[config.mk]
export PLATFORM = sky130hd
export DESIGN_NAME = nearest_blob_object_tracker
export DESIGN_NICKNAME = d
export VERILOG_FILES = /design/src/sv/nbot_pkg.sv /design/src/sv/nbot_datapath.sv /design/src/sv/nbot_ctrl.sv /design/src/sv/nearest_blob_object_tracker.sv
export SDC_FILE = /design/constraint.sdc
export NUM_CORES = 2
export LEC_CHECK = 0
export BUFFER_PORTS_ARGS = -buffer_cell sky130_fd_sc_hd__buf_2
export CORE_ASPECT_RATIO = 1.2
export CORE_MARGIN = 5
export CORE_UTILIZATION = 40
export DETAILED_ROUTE_END_ITERATION = 16
export SETUP_SLACK_MARGIN = 0.4
export SLEW_MARGIN = 20
export SYNTH_ARGS = -nofsm -noshare
export SYNTH_HDL_FRONTEND = slang
export SYNTH_HIERARCHICAL = 1
export SYNTH_SLANG_ARGS = --single-unit
[constraint.sdc]
create_clock -name aclk -period 27.1 [get_ports aclk]
set_input_delay 1.355 -clock aclk [delete_from_list [all_inputs] [get_ports aclk]]
set_output_delay 1.355 -clock aclk [all_outputs]
set_load 0.02 [all_outputs]
[src/sv/nbot_pkg.sv]
// ----------------------------------------------------------------------------
// nbot_pkg: shared types and constants of the nearest blob object tracker
// Holds the controller state encoding, the command and status structs that
// join the controller to the datapath, and the register map.
// ----------------------------------------------------------------------------
package nbot_pkg;

    localparam int unsigned MaxObjectsDef = 16;
    localparam int unsigned MaxBlobsDef   = 16;
    localparam int unsigned CoordBitsDef  = 12;
    localparam int unsigned IdBitsDef     = 16;

    localparam int unsigned DimW   = 12;
    localparam int unsigned DistW  = 13;
    localparam int unsigned SpeedW = 13;
    localparam int unsigned OidW   = 16;
    localparam int unsigned AddrW  = 4;

    localparam logic [AddrW-1:0] RegMinWidth  = 4'h0;
    localparam logic [AddrW-1:0] RegMinHeight = 4'h4;
    localparam logic [AddrW-1:0] RegMatchDist = 4'h8;

    localparam logic [12:0] MatchDistReset = 13'd50;

    typedef enum logic [2:0] {
        ST_IDLE,
        ST_SCAN,
        ST_DECIDE,
        ST_COMPACT,
        ST_CREATE,
        ST_EMIT
    } state_t;

    // Controller -> datapath commands.
    typedef struct packed {
        logic load;        // load one blob from the input
        logic obj_start;   // start the blob scan for the current object
        logic scan_step;   // evaluate one blob for the current object
        logic decide;      // commit the match of the current object
        logic compact;     // move one object down during compaction
        logic create;      // turn one blob into a new object
        logic emit_start;  // begin emitting results
        logic emit_next;   // advance to the next result
        logic frame_done;  // clear the blob store and the drop flag
    } cmd_t;

    // Datapath -> controller status.
    typedef struct packed {
        logic scan_last;   // the scan has reached the last stored blob
        logic obj_last;    // the current object index is the last one
        logic cmp_last;    // compaction has visited every object
        logic create_last; // creation has visited every blob
        logic emit_last;   // the result on the output is the final one
    } status_t;

endpackage

[src/sv/nbot_datapath.sv]
// ----------------------------------------------------------------------------
// nbot_datapath: object table, blob store and matching arithmetic
// Runs one blob comparison a cycle, compacts the table one entry a cycle and
// appends new objects one blob a cycle, under the controller's commands.
// ----------------------------------------------------------------------------
module nbot_datapath #(
    parameter int unsigned MAX_OBJECTS = nbot_pkg::MaxObjectsDef,
    parameter int unsigned MAX_BLOBS   = nbot_pkg::MaxBlobsDef,
    parameter int unsigned COORD_BITS  = nbot_pkg::CoordBitsDef,
    parameter int unsigned ID_BITS     = nbot_pkg::IdBitsDef
) (
    input  logic                    aclk,
    input  logic                    aresetn,
    input  nbot_pkg::cmd_t          cmd,
    output nbot_pkg::status_t       status,
    input  logic [11:0]             min_width,
    input  logic [11:0]             min_height,
    input  logic [12:0]             match_distance,
    input  logic [11:0]             blob_x,
    input  logic [11:0]             blob_y,
    input  logic [11:0]             blob_width,
    input  logic [11:0]             blob_height,
    output logic [15:0]             object_id,
    output logic [11:0]             box_x,
    output logic [11:0]             box_y,
    output logic [11:0]             box_width,
    output logic [11:0]             box_height,
    output logic signed [12:0]      speed_x,
    output logic signed [12:0]      speed_y,
    output logic                    is_new,
    output logic                    present,
    output logic                    last,
    output logic                    dropped
);
    import nbot_pkg::*;

    localparam int unsigned OI = (MAX_OBJECTS > 1) ? $clog2(MAX_OBJECTS) : 1;
    localparam int unsigned BI = (MAX_BLOBS > 1) ? $clog2(MAX_BLOBS) : 1;
    localparam int unsigned OC = $clog2(MAX_OBJECTS + 1);
    localparam int unsigned BC = $clog2(MAX_BLOBS + 1);
    localparam int unsigned CW = COORD_BITS;
    localparam int unsigned DW = CW + 1;
    localparam int unsigned SQ = 2 * DW + 1;

    typedef struct packed {
        logic [CW-1:0] x;
        logic [CW-1:0] y;
        logic [CW-1:0] w;
        logic [CW-1:0] h;
    } rect_t;

    // Object table (flip-flops, small).
    logic [MAX_OBJECTS-1:0]  obj_valid_reg;
    logic [MAX_OBJECTS-1:0]  obj_matched_reg;
    logic [MAX_OBJECTS-1:0]  obj_new_reg;
    logic [ID_BITS-1:0]      obj_ident_reg [MAX_OBJECTS];
    rect_t                   obj_rect_reg  [MAX_OBJECTS];
    logic signed [DW-1:0]    obj_sx_reg    [MAX_OBJECTS];
    logic signed [DW-1:0]    obj_sy_reg    [MAX_OBJECTS];

    // Blob store.
    rect_t                   blob_reg [MAX_BLOBS];
    logic [MAX_BLOBS-1:0]    blob_taken_reg;
    logic [BC-1:0]           blob_count_reg;
    logic [ID_BITS-1:0]      next_ident_reg;
    logic                    overflow_reg;

    // Scan and walk indexes.
    logic [OI-1:0]           oi_reg;
    logic [BI-1:0]           bj_reg;
    logic [OC-1:0]           src_reg;
    logic [OC-1:0]           n_reg;
    logic [SQ-1:0]           best_reg;
    logic [BI-1:0]           sel_reg;
    logic                    sel_ok_reg;
    logic [OC-1:0]           emit_reg;

    logic [CW-1:0]           in_x, in_y, in_w, in_h;
    logic                    qualifies;
    rect_t                   cur_blob;
    rect_t                   cur_obj;
    logic signed [DW-1:0]    dx, dy;
    logic [SQ-1:0]           dist_sq;
    logic [SQ-1:0]           thr_sq;
    logic                    closer;
    logic [OI-1:0]           src_idx;
    logic [OI-1:0]           n_idx;
    logic [OI-1:0]           emit_idx;
    logic [BI-1:0]           last_blob;

    assign in_x = CW'(blob_x);
    assign in_y = CW'(blob_y);
    assign in_w = CW'(blob_width);
    assign in_h = CW'(blob_height);
    assign qualifies = ({{(32-CW){1'b0}}, in_w} >= {20'd0, min_width}) &&
                       ({{(32-CW){1'b0}}, in_h} >= {20'd0, min_height});

    assign cur_blob = blob_reg[bj_reg];
    assign cur_obj  = obj_rect_reg[oi_reg];
    assign dx = $signed({1'b0, cur_blob.x}) - $signed({1'b0, cur_obj.x});
    assign dy = $signed({1'b0, cur_blob.y}) - $signed({1'b0, cur_obj.y});
    // Square at full width so large displacements do not wrap.
    assign dist_sq = $unsigned(SQ'(dx) * SQ'(dx)) + $unsigned(SQ'(dy) * SQ'(dy));
    assign thr_sq  = SQ'(match_distance) * SQ'(match_distance);
    assign closer  = !blob_taken_reg[bj_reg] && (dist_sq < best_reg);

    assign src_idx   = OI'(src_reg);
    assign n_idx     = OI'(n_reg);
    assign emit_idx  = OI'(emit_reg);
    assign last_blob = BI'(blob_count_reg - BC'(1));

    assign status.scan_last   = (blob_count_reg == '0) ||
                                (bj_reg == last_blob);
    assign status.obj_last    = (oi_reg == OI'(MAX_OBJECTS - 1));
    assign status.cmp_last    = (src_reg == OC'(MAX_OBJECTS - 1));
    assign status.create_last = (blob_count_reg == '0) ||
                                (bj_reg == last_blob);
    assign status.emit_last   = (n_reg == '0) || (emit_reg == n_reg - OC'(1));

    // Blob store, load and frame clear.
    always_ff @(posedge aclk) begin
        if (!aresetn) begin
            blob_count_reg <= '0;
            blob_taken_reg <= '0;
            overflow_reg   <= 1'b0;
        end else if (cmd.frame_done) begin
            blob_count_reg <= '0;
            blob_taken_reg <= '0;
            overflow_reg   <= 1'b0;
        end else begin
            if (cmd.load && qualifies) begin
                if (blob_count_reg >= BC'(MAX_BLOBS)) begin
                    overflow_reg <= 1'b1;
                end else begin
                    blob_reg[BI'(blob_count_reg)] <= '{in_x, in_y, in_w, in_h};
                    blob_count_reg <= blob_count_reg + BC'(1);
                end
            end
            if (cmd.decide && sel_ok_reg && obj_valid_reg[oi_reg]) begin
                blob_taken_reg[sel_reg] <= 1'b1;
            end
            if (cmd.create && (blob_count_reg != '0) && !blob_taken_reg[bj_reg] &&
                (n_reg >= OC'(MAX_OBJECTS))) begin
                overflow_reg <= 1'b1;
            end
        end
    end

    // Scan bookkeeping: best distance and winner for the current object.
    always_ff @(posedge aclk) begin
        if (!aresetn) begin
            oi_reg     <= '0;
            bj_reg     <= '0;
            sel_ok_reg <= 1'b0;
        end else begin
            if (cmd.obj_start) begin
                bj_reg     <= '0;
                best_reg   <= thr_sq;
                sel_ok_reg <= 1'b0;
            end
            if (cmd.scan_step) begin
                if (blob_count_reg != '0 && closer) begin
                    best_reg   <= dist_sq;
                    sel_reg    <= bj_reg;
                    sel_ok_reg <= 1'b1;
                end
                if (!status.scan_last) begin
                    bj_reg <= bj_reg + BI'(1);
                end
            end
            if (cmd.decide) begin
                oi_reg <= status.obj_last ? '0 : oi_reg + OI'(1);
            end
            if (cmd.compact) begin
                bj_reg <= '0;
            end
            if (cmd.create && !status.create_last) begin
                bj_reg <= bj_reg + BI'(1);
            end
        end
    end

    // Object table: match commit, compaction, creation.
    always_ff @(posedge aclk) begin
        if (!aresetn) begin
            obj_valid_reg   <= '0;
            obj_matched_reg <= '0;
            obj_new_reg     <= '0;
            next_ident_reg  <= '0;
            src_reg         <= '0;
            n_reg           <= '0;
        end else begin
            if (cmd.decide) begin
                obj_matched_reg[oi_reg] <= sel_ok_reg && obj_valid_reg[oi_reg];
                if (sel_ok_reg && obj_valid_reg[oi_reg]) begin
                    obj_sx_reg[oi_reg]   <= $signed({1'b0, blob_reg[sel_reg].x}) -
                                            $signed({1'b0, cur_obj.x});
                    obj_sy_reg[oi_reg]   <= $signed({1'b0, blob_reg[sel_reg].y}) -
                                            $signed({1'b0, cur_obj.y});
                    obj_rect_reg[oi_reg] <= blob_reg[sel_reg];
                end
                if (status.obj_last) begin
                    src_reg <= '0;
                    n_reg   <= '0;
                end
            end
            if (cmd.compact) begin
                obj_valid_reg[src_idx]   <= 1'b0;
                obj_matched_reg[src_idx] <= 1'b0;
                obj_new_reg[src_idx]     <= 1'b0;
                if (obj_valid_reg[src_idx] && obj_matched_reg[src_idx]) begin
                    obj_ident_reg[n_idx] <= obj_ident_reg[src_idx];
                    obj_rect_reg[n_idx]  <= obj_rect_reg[src_idx];
                    obj_sx_reg[n_idx]    <= obj_sx_reg[src_idx];
                    obj_sy_reg[n_idx]    <= obj_sy_reg[src_idx];
                    obj_valid_reg[n_idx] <= 1'b1;
                    n_reg <= n_reg + OC'(1);
                end
                src_reg <= src_reg + OC'(1);
            end
            if (cmd.create && (blob_count_reg != '0) && !blob_taken_reg[bj_reg] &&
                (n_reg < OC'(MAX_OBJECTS))) begin
                obj_valid_reg[n_idx] <= 1'b1;
                obj_new_reg[n_idx]   <= 1'b1;
                obj_ident_reg[n_idx] <= next_ident_reg;
                obj_rect_reg[n_idx]  <= cur_blob;
                obj_sx_reg[n_idx]    <= '0;
                obj_sy_reg[n_idx]    <= '0;
                next_ident_reg       <= next_ident_reg + ID_BITS'(1);
                n_reg                <= n_reg + OC'(1);
            end
        end
    end

    // Result walk.
    always_ff @(posedge aclk) begin
        if (!aresetn) begin
            emit_reg <= '0;
        end else if (cmd.emit_start) begin
            emit_reg <= '0;
        end else if (cmd.emit_next) begin
            emit_reg <= emit_reg + OC'(1);
        end
    end

    always_comb begin
        rect_t r;
        r = obj_rect_reg[emit_idx];
        present    = (n_reg != '0);
        last       = status.emit_last;
        dropped    = overflow_reg;
        object_id  = present ? 16'(obj_ident_reg[emit_idx]) : '0;
        box_x      = present ? 12'(r.x) : '0;
        box_y      = present ? 12'(r.y) : '0;
        box_width  = present ? 12'(r.w) : '0;
        box_height = present ? 12'(r.h) : '0;
        speed_x    = present ? 13'(obj_sx_reg[emit_idx]) : '0;
        speed_y    = present ? 13'(obj_sy_reg[emit_idx]) : '0;
        is_new     = present && obj_new_reg[emit_idx];
    end

    assert property (@(posedge aclk) disable iff (!aresetn)
        blob_count_reg <= BC'(MAX_BLOBS))
        else $error("blob count beyond store depth");
    assert property (@(posedge aclk) disable iff (!aresetn)
        n_reg <= OC'(MAX_OBJECTS))
        else $error("object count beyond table depth");
    assert property (@(posedge aclk) disable iff (!aresetn)
        cmd.frame_done |=> (blob_count_reg == '0) && !overflow_reg)
        else $error("blob store not cleared at end of frame");

endmodule

[src/sv/nbot_ctrl.sv]
// ----------------------------------------------------------------------------
// nbot_ctrl: sequencer of the tracker
// Steps through scan, compaction, creation and result output for each frame.
// ----------------------------------------------------------------------------
module nbot_ctrl (
    input  logic                aclk,
    input  logic                aresetn,
    input  logic                s_valid,
    output logic                s_ready,
    input  logic                s_action,
    output logic                m_valid,
    input  logic                m_ready,
    input  nbot_pkg::status_t   status,
    output nbot_pkg::cmd_t      cmd
);
    import nbot_pkg::*;

    state_t state_reg, state_next;

    always_ff @(posedge aclk) begin
        if (!aresetn) state_reg <= ST_IDLE;
        else          state_reg <= state_next;
    end

    always_comb begin
        state_next = state_reg;
        unique case (state_reg)
            ST_IDLE:    if (s_valid && s_action) state_next = ST_SCAN;
            ST_SCAN:    if (status.scan_last) state_next = ST_DECIDE;
            ST_DECIDE:  if (status.obj_last) state_next = ST_COMPACT;
                        else state_next = ST_SCAN;
            ST_COMPACT: if (status.cmp_last) state_next = ST_CREATE;
            ST_CREATE:  if (status.create_last) state_next = ST_EMIT;
            ST_EMIT:    if (m_ready && status.emit_last) state_next = ST_IDLE;
            default:    state_next = ST_IDLE;
        endcase
    end

    always_comb begin
        cmd     = '0;
        s_ready = 1'b0;
        m_valid = 1'b0;
        unique case (state_reg)
            ST_IDLE: begin
                s_ready       = 1'b1;
                cmd.load      = s_valid && !s_action;
                cmd.obj_start = s_valid && s_action;
            end
            ST_SCAN:    cmd.scan_step = 1'b1;
            ST_DECIDE: begin
                cmd.decide    = 1'b1;
                cmd.obj_start = 1'b1;
            end
            ST_COMPACT: cmd.compact = 1'b1;
            ST_CREATE: begin
                cmd.create     = 1'b1;
                cmd.emit_start = status.create_last;
            end
            ST_EMIT: begin
                m_valid        = 1'b1;
                cmd.emit_next  = m_ready;
                cmd.frame_done = m_ready && status.emit_last;
            end
            default: ;
        endcase
    end

    assert property (@(posedge aclk) disable iff (!aresetn)
        !(s_ready && m_valid))
        else $error("input taken while results pending");
    assert property (@(posedge aclk) disable iff (!aresetn)
        (state_reg == ST_DECIDE && status.obj_last) |=> state_reg == ST_COMPACT)
        else $error("scan did not hand over to compaction");
    assert property (@(posedge aclk) disable iff (!aresetn)
        $onehot0({cmd.load, cmd.scan_step, cmd.compact, cmd.create, cmd.emit_next}))
        else $error("conflicting datapath commands");

endmodule

[src/sv/nearest_blob_object_tracker.sv]
// ----------------------------------------------------------------------------
// nearest_blob_object_tracker: greedy nearest-neighbor blob tracker
// Loads one frame's blobs, matches tracked objects to the nearest blob at
// end of frame, evicts the unmatched, adds new objects, and emits the table.
// ----------------------------------------------------------------------------
//  channel   ports                    direction  carries
//  s_        s_valid/s_ready + blob   in         load request or end of frame
//  m_        m_valid/m_ready + object out        one tracked object per request
//  apb       psel/penable/pwrite/...  in         min_width, min_height, match_dist
//
//  Blob loads may arrive back to back.
//  End of frame scans every object over the stored blobs on the single
//  shared comparator, then compacts the table and creates new objects.
//  Results then follow one per cycle while m_ready is high; input holds off
//  until the last result is taken.
//  Reset (aresetn low at a clock edge) empties the object table and the store.
module nearest_blob_object_tracker #(
    parameter int unsigned MAX_OBJECTS = nbot_pkg::MaxObjectsDef,
    parameter int unsigned MAX_BLOBS   = nbot_pkg::MaxBlobsDef,
    parameter int unsigned COORD_BITS  = nbot_pkg::CoordBitsDef,
    parameter int unsigned ID_BITS     = nbot_pkg::IdBitsDef
) (
    input  logic                        aclk,
    input  logic                        aresetn,
    input  logic                        psel,
    input  logic                        penable,
    input  logic                        pwrite,
    input  logic [nbot_pkg::AddrW-1:0]  paddr,
    input  logic [31:0]                 pwdata,
    output logic [31:0]                 prdata,
    output logic                        pready,
    input  logic                        s_valid,
    output logic                        s_ready,
    input  logic                        s_action,
    input  logic [11:0]                 s_blob_x,
    input  logic [11:0]                 s_blob_y,
    input  logic [11:0]                 s_blob_width,
    input  logic [11:0]                 s_blob_height,
    output logic                        m_valid,
    input  logic                        m_ready,
    output logic [15:0]                 m_object_id,
    output logic [11:0]                 m_box_x,
    output logic [11:0]                 m_box_y,
    output logic [11:0]                 m_box_width,
    output logic [11:0]                 m_box_height,
    output logic signed [12:0]          m_speed_x,
    output logic signed [12:0]          m_speed_y,
    output logic                        m_is_new,
    output logic                        m_present,
    output logic                        m_last,
    output logic                        m_dropped
);
    import nbot_pkg::*;

    logic [11:0] min_width_reg;
    logic [11:0] min_height_reg;
    logic [12:0] match_dist_reg;
    cmd_t        cmd;
    status_t     status;

    assign pready = 1'b1;

    // Register writes complete in the access phase.
    always_ff @(posedge aclk) begin
        if (!aresetn) begin
            min_width_reg  <= '0;
            min_height_reg <= '0;
            match_dist_reg <= MatchDistReset;
        end else if (psel && penable && pwrite) begin
            unique case (paddr)
                RegMinWidth:  min_width_reg  <= pwdata[11:0];
                RegMinHeight: min_height_reg <= pwdata[11:0];
                RegMatchDist: match_dist_reg <= pwdata[12:0];
                default: ;
            endcase
        end
    end

    always_comb begin
        unique case (paddr)
            RegMinWidth:  prdata = {20'd0, min_width_reg};
            RegMinHeight: prdata = {20'd0, min_height_reg};
            RegMatchDist: prdata = {19'd0, match_dist_reg};
            default:      prdata = '0;
        endcase
    end

    nbot_ctrl u_ctrl (
        .aclk     (aclk),
        .aresetn  (aresetn),
        .s_valid  (s_valid),
        .s_ready  (s_ready),
        .s_action (s_action),
        .m_valid  (m_valid),
        .m_ready  (m_ready),
        .status   (status),
        .cmd      (cmd)
    );

    nbot_datapath #(
        .MAX_OBJECTS (MAX_OBJECTS),
        .MAX_BLOBS   (MAX_BLOBS),
        .COORD_BITS  (COORD_BITS),
        .ID_BITS     (ID_BITS)
    ) u_datapath (
        .aclk           (aclk),
        .aresetn        (aresetn),
        .cmd            (cmd),
        .status         (status),
        .min_width      (min_width_reg),
        .min_height     (min_height_reg),
        .match_distance (match_dist_reg),
        .blob_x         (s_blob_x),
        .blob_y         (s_blob_y),
        .blob_width     (s_blob_width),
        .blob_height    (s_blob_height),
        .object_id      (m_object_id),
        .box_x          (m_box_x),
        .box_y          (m_box_y),
        .box_width      (m_box_width),
        .box_height     (m_box_height),
        .speed_x        (m_speed_x),
        .speed_y        (m_speed_y),
        .is_new         (m_is_new),
        .present        (m_present),
        .last           (m_last),
        .dropped        (m_dropped)
    );

endmodule

==> results_dict.tcl <==
set metrics [dict create \
    syn_avg_cell_area_sq_um 14.80 \
    dpl.hpwl_microns 272000 \
    slowest_stage "buf_4" \
    drive_gt1_share_pct 24.34 \
    fin_setup_tns_ns 0 \
    hold_path_class "flop to flop" \
    dp.cells 14180 \
    placed_area_sq_um 151100 \
    synth_async_sr_flop_share_pct 0 \
    grt_overflow_total 0 \
    crit_fanout 62 \
    final_cells 14680 \
    outcome "completed" \
    cts_hold_buf 0 \
    wirelength_met1_microns 172900 \
    rsz0062_at_grt "false" \
    die_y_microns 670.3 \
    root_buffer "clkbuf_16" \
    syn_inst 9818 \
    antenna_found_initial 42 \
    maxCapViolCount 0 \
    fin_crit_sh_pct 55.48 \
    rr_worst_depth 52 \
    start_util_pct 40.16 \
    max_slew_margin_pct 20.18 \
    clock_latency_ns 0.94 \
    die_area_sq_um 375500 \
    cts_buffer_depth 4 \
    grt_pass1_vias 94880 \
    report.final.slew_viol_count 0 \
    max_freq_mhz 66.51 \
    vias 91230 \
    cts-buffers-inserted 269 \
    final_cell_area_sq_um 160100 \
    synth_seq_cells 2405 \
    yosysSeqAreaShare_pct 48.56 \
    ys_types 87 \
    synthToLayoutAreaGrowth_pct 10.16 \
    drtAntennaViolNets 0 \
    yosysWarnings 6 \
    gp_congestion 0.8729 \
    rows 242 \
    post_cts_buffers 0 \
    cts_tree "done" \
    path_common_cell "fa_1" \
    dr_wl_met3_microns 41030 \
    ys.flop_type "edfxtp_1" \
    nFillCells 31610 \
    setup_viol 0 \
    grt_pass1_wl_microns 661400 \
    synth-edff-count 2239 \
    worstPathArrival_ns 15.61 \
    critPathCaptureType "flop" \
    clock-sinks 2405 \
    crit_required_ns 27.68 \
    grt_max_degree 115 \
    firstDrtPassIters 6 \
    first_iter_violations 10250 \
    port_buffers 181 \
    critical_path_class "flop to flop" \
    met2_wirelength_microns 226500 \
    clk_pin_slew_ns 0.06 \
    top_layer_used "met5" \
    cts.repair.resized 0 \
    nNetsFinal 10530 \
    h-tree-depth 5 \
    finalClockSkew_ns 0.08332 \
    max_stage_delay_ns 0.87 \
    remaining_drc_errors 0 \
    routed_wl_microns 458300 \
    synth_area_sq_um 145300 \
    via_per_inst 6.214 \
    startpoint_type "flop" \
    finalHoldViolCount 0 \
    worst_slew_pin_slew_ns 1.196 \
    die_w_microns 560.2 \
    min_period_ns 15.04 \
    hold_path_depth 2 \
    io_pins 221 \
    grt.total_usage_pct 23.93 \
    avgRoutedWirePerCell_microns 31.22 \
    core_area_sq_um 361800 \
]
## synth_stat cells, types with 116 or more instances
master / instances / area share (%)
a21oi_1: 137 / 0.47
buf_1: 116 / 0.30
clkbuf_1: 488 / 1.3
mux2i_1: 867 / 6.0
fa_1: 446 / 6.1
nor2_1: 207 / 0.53
buf_2: 132 / 0.45
inv_1: 717 / 1.9
o21ai_0: 580 / 2.0
dfxtp_1: 166 / 2.3
nand2_1: 936 / 2.4
edfxtp_1: 2239 / 46
o21ai_1: 125 / 0.43
ha_1: 295 / 2.5
mux4_2: 1422 / 22
and2_1: 184 / 0.79
## metrics by stage
stage | worst slack (ns) | hold slack [ns] | utilization [%]
after detailed placement | 11.86 | 0.4519 | 41.77
after CTS | 11.81 | 0.4621 | 44.19
after global routing | 11.32 | 0.4867 | 44.23
after global placement | 12.06 | 0.4435 | 41.75
after floorplan | 14.66 | 0.4314 | -
final | 12.06 | 0.4670 | 44.24
## worst max-delay path, delay by kind of cell, from the launching register on
family | cells | cell delay (ns)
AOI/OAI and AO/OA | 20 | 4.00
adders and majority gates | 11 | 4.85
and+or+nand+nor | 6 | 1.34
buffers and inverters | 14 | 3.69
xor gates and xnor gates | 1 | 0.20
DFF | 1 | 0.45
## per-layer routing
metal | vias to the layer above | GRT usage, %
li1 | 37390 | -
met3 | 957 | 4.160
met5 | - | 0
met2 | 4804 | 40.78
met1 | 48060 | 31.09
met4 | 20 | 7.904
## worst paths after layout
check,end,slack (ns),from
worst max-delay path,u_datapath/sel_reg[2]$_DFFE_PP_,12.06,u_datapath/bj_reg[1]$_SDFF_PN0_
worst max register to register,u_datapath/sel_reg[2]$_DFFE_PP_,12.06,u_datapath/bj_reg[1]$_SDFF_PN0_
worst min-delay path,u_datapath/obj_valid_reg[1]$_SDFF_PN0_,0.47,u_datapath/obj_valid_reg[1]$_SDFF_PN0_
worst min register to register,u_datapath/obj_valid_reg[1]$_SDFF_PN0_,0.47,u_datapath/obj_valid_reg[1]$_SDFF_PN0_
## cell type report
class | count | area [sq um] | area share [%]
Sequential cell | 2405 | 70630 | 44.12
Inverter | 728 | 2738 | 1.710
Clock inverter | 145 | 1595 | 0.9966
Timing Repair Buffer | 412 | 2895 | 1.809
Antenna cell | 10 | 25.02 | 0.01563
Multi-Input combinational cell | 5880 | 69080 | 43.16
Clock buffer | 342 | 7152 | 4.468
Tap cell | 4758 | 5953 | 3.719
## cell usage in the layout, fill, tap and decap left out, types with 14 or more instances in the layout
| cell type | instances |
|---|---|
| edfxtp_1 | 2239 |
| mux4_2 | 1422 |
| nand2_1 | 935 |
| mux2i_1 | 837 |
| inv_1 | 713 |
| o21ai_0 | 564 |
| fa_1 | 446 |
| ha_1 | 295 |
| clkbuf_16 | 272 |
| buf_4 | 210 |
| nor2_1 | 188 |
| and2_1 | 184 |
| buf_2 | 180 |
| dfxtp_1 | 146 |
| a21oi_1 | 135 |
| o21ai_1 | 119 |
| xnor2_1 | 99 |
| clkinv_1 | 63 |
| clkbuf_1 | 60 |
| mux2_2 | 57 |
| a21o_1 | 50 |
| xor2_1 | 37 |
| clkinv_2 | 33 |
| nand4_1 | 32 |
| nand3_1 | 31 |
| nor2b_1 | 30 |
| mux2i_2 | 30 |
| nor3_1 | 29 |
| a221oi_1 | 29 |
| a22oi_1 | 24 |
| bufinv_16 | 23 |
| nand2b_1 | 23 |
| conb_1 | 22 |
| dfxtp_4 | 18 |
| buf_12 | 18 |
| o21a_1 | 17 |
| o21ai_4 | 17 |
| nor2_4 | 16 |
| and3_1 | 14 |
## kinds of logic (layout without fill, tap and decap cells)
kind of cell | Yosys count | count (layout) | share of synthesized area [%]
adders and majority gates | 741 | 741 | 8.685
xor gates and xnor gates | 141 | 141 | 0.8499
muxes | 2356 | 2356 | 28.61
other | 3 | 32 | 0.007749
DFF | 2405 | 2405 | 48.56
buffers and inverters | 1552 | 1627 | 4.425
AOI/OAI and AO/OA | 1079 | 1079 | 4.211
and+or+nand+nor | 1541 | 1541 | 4.657
Power is not shown: default switching activity piles up to over one toggle a cycle in this logic, so the estimate is an artifact.
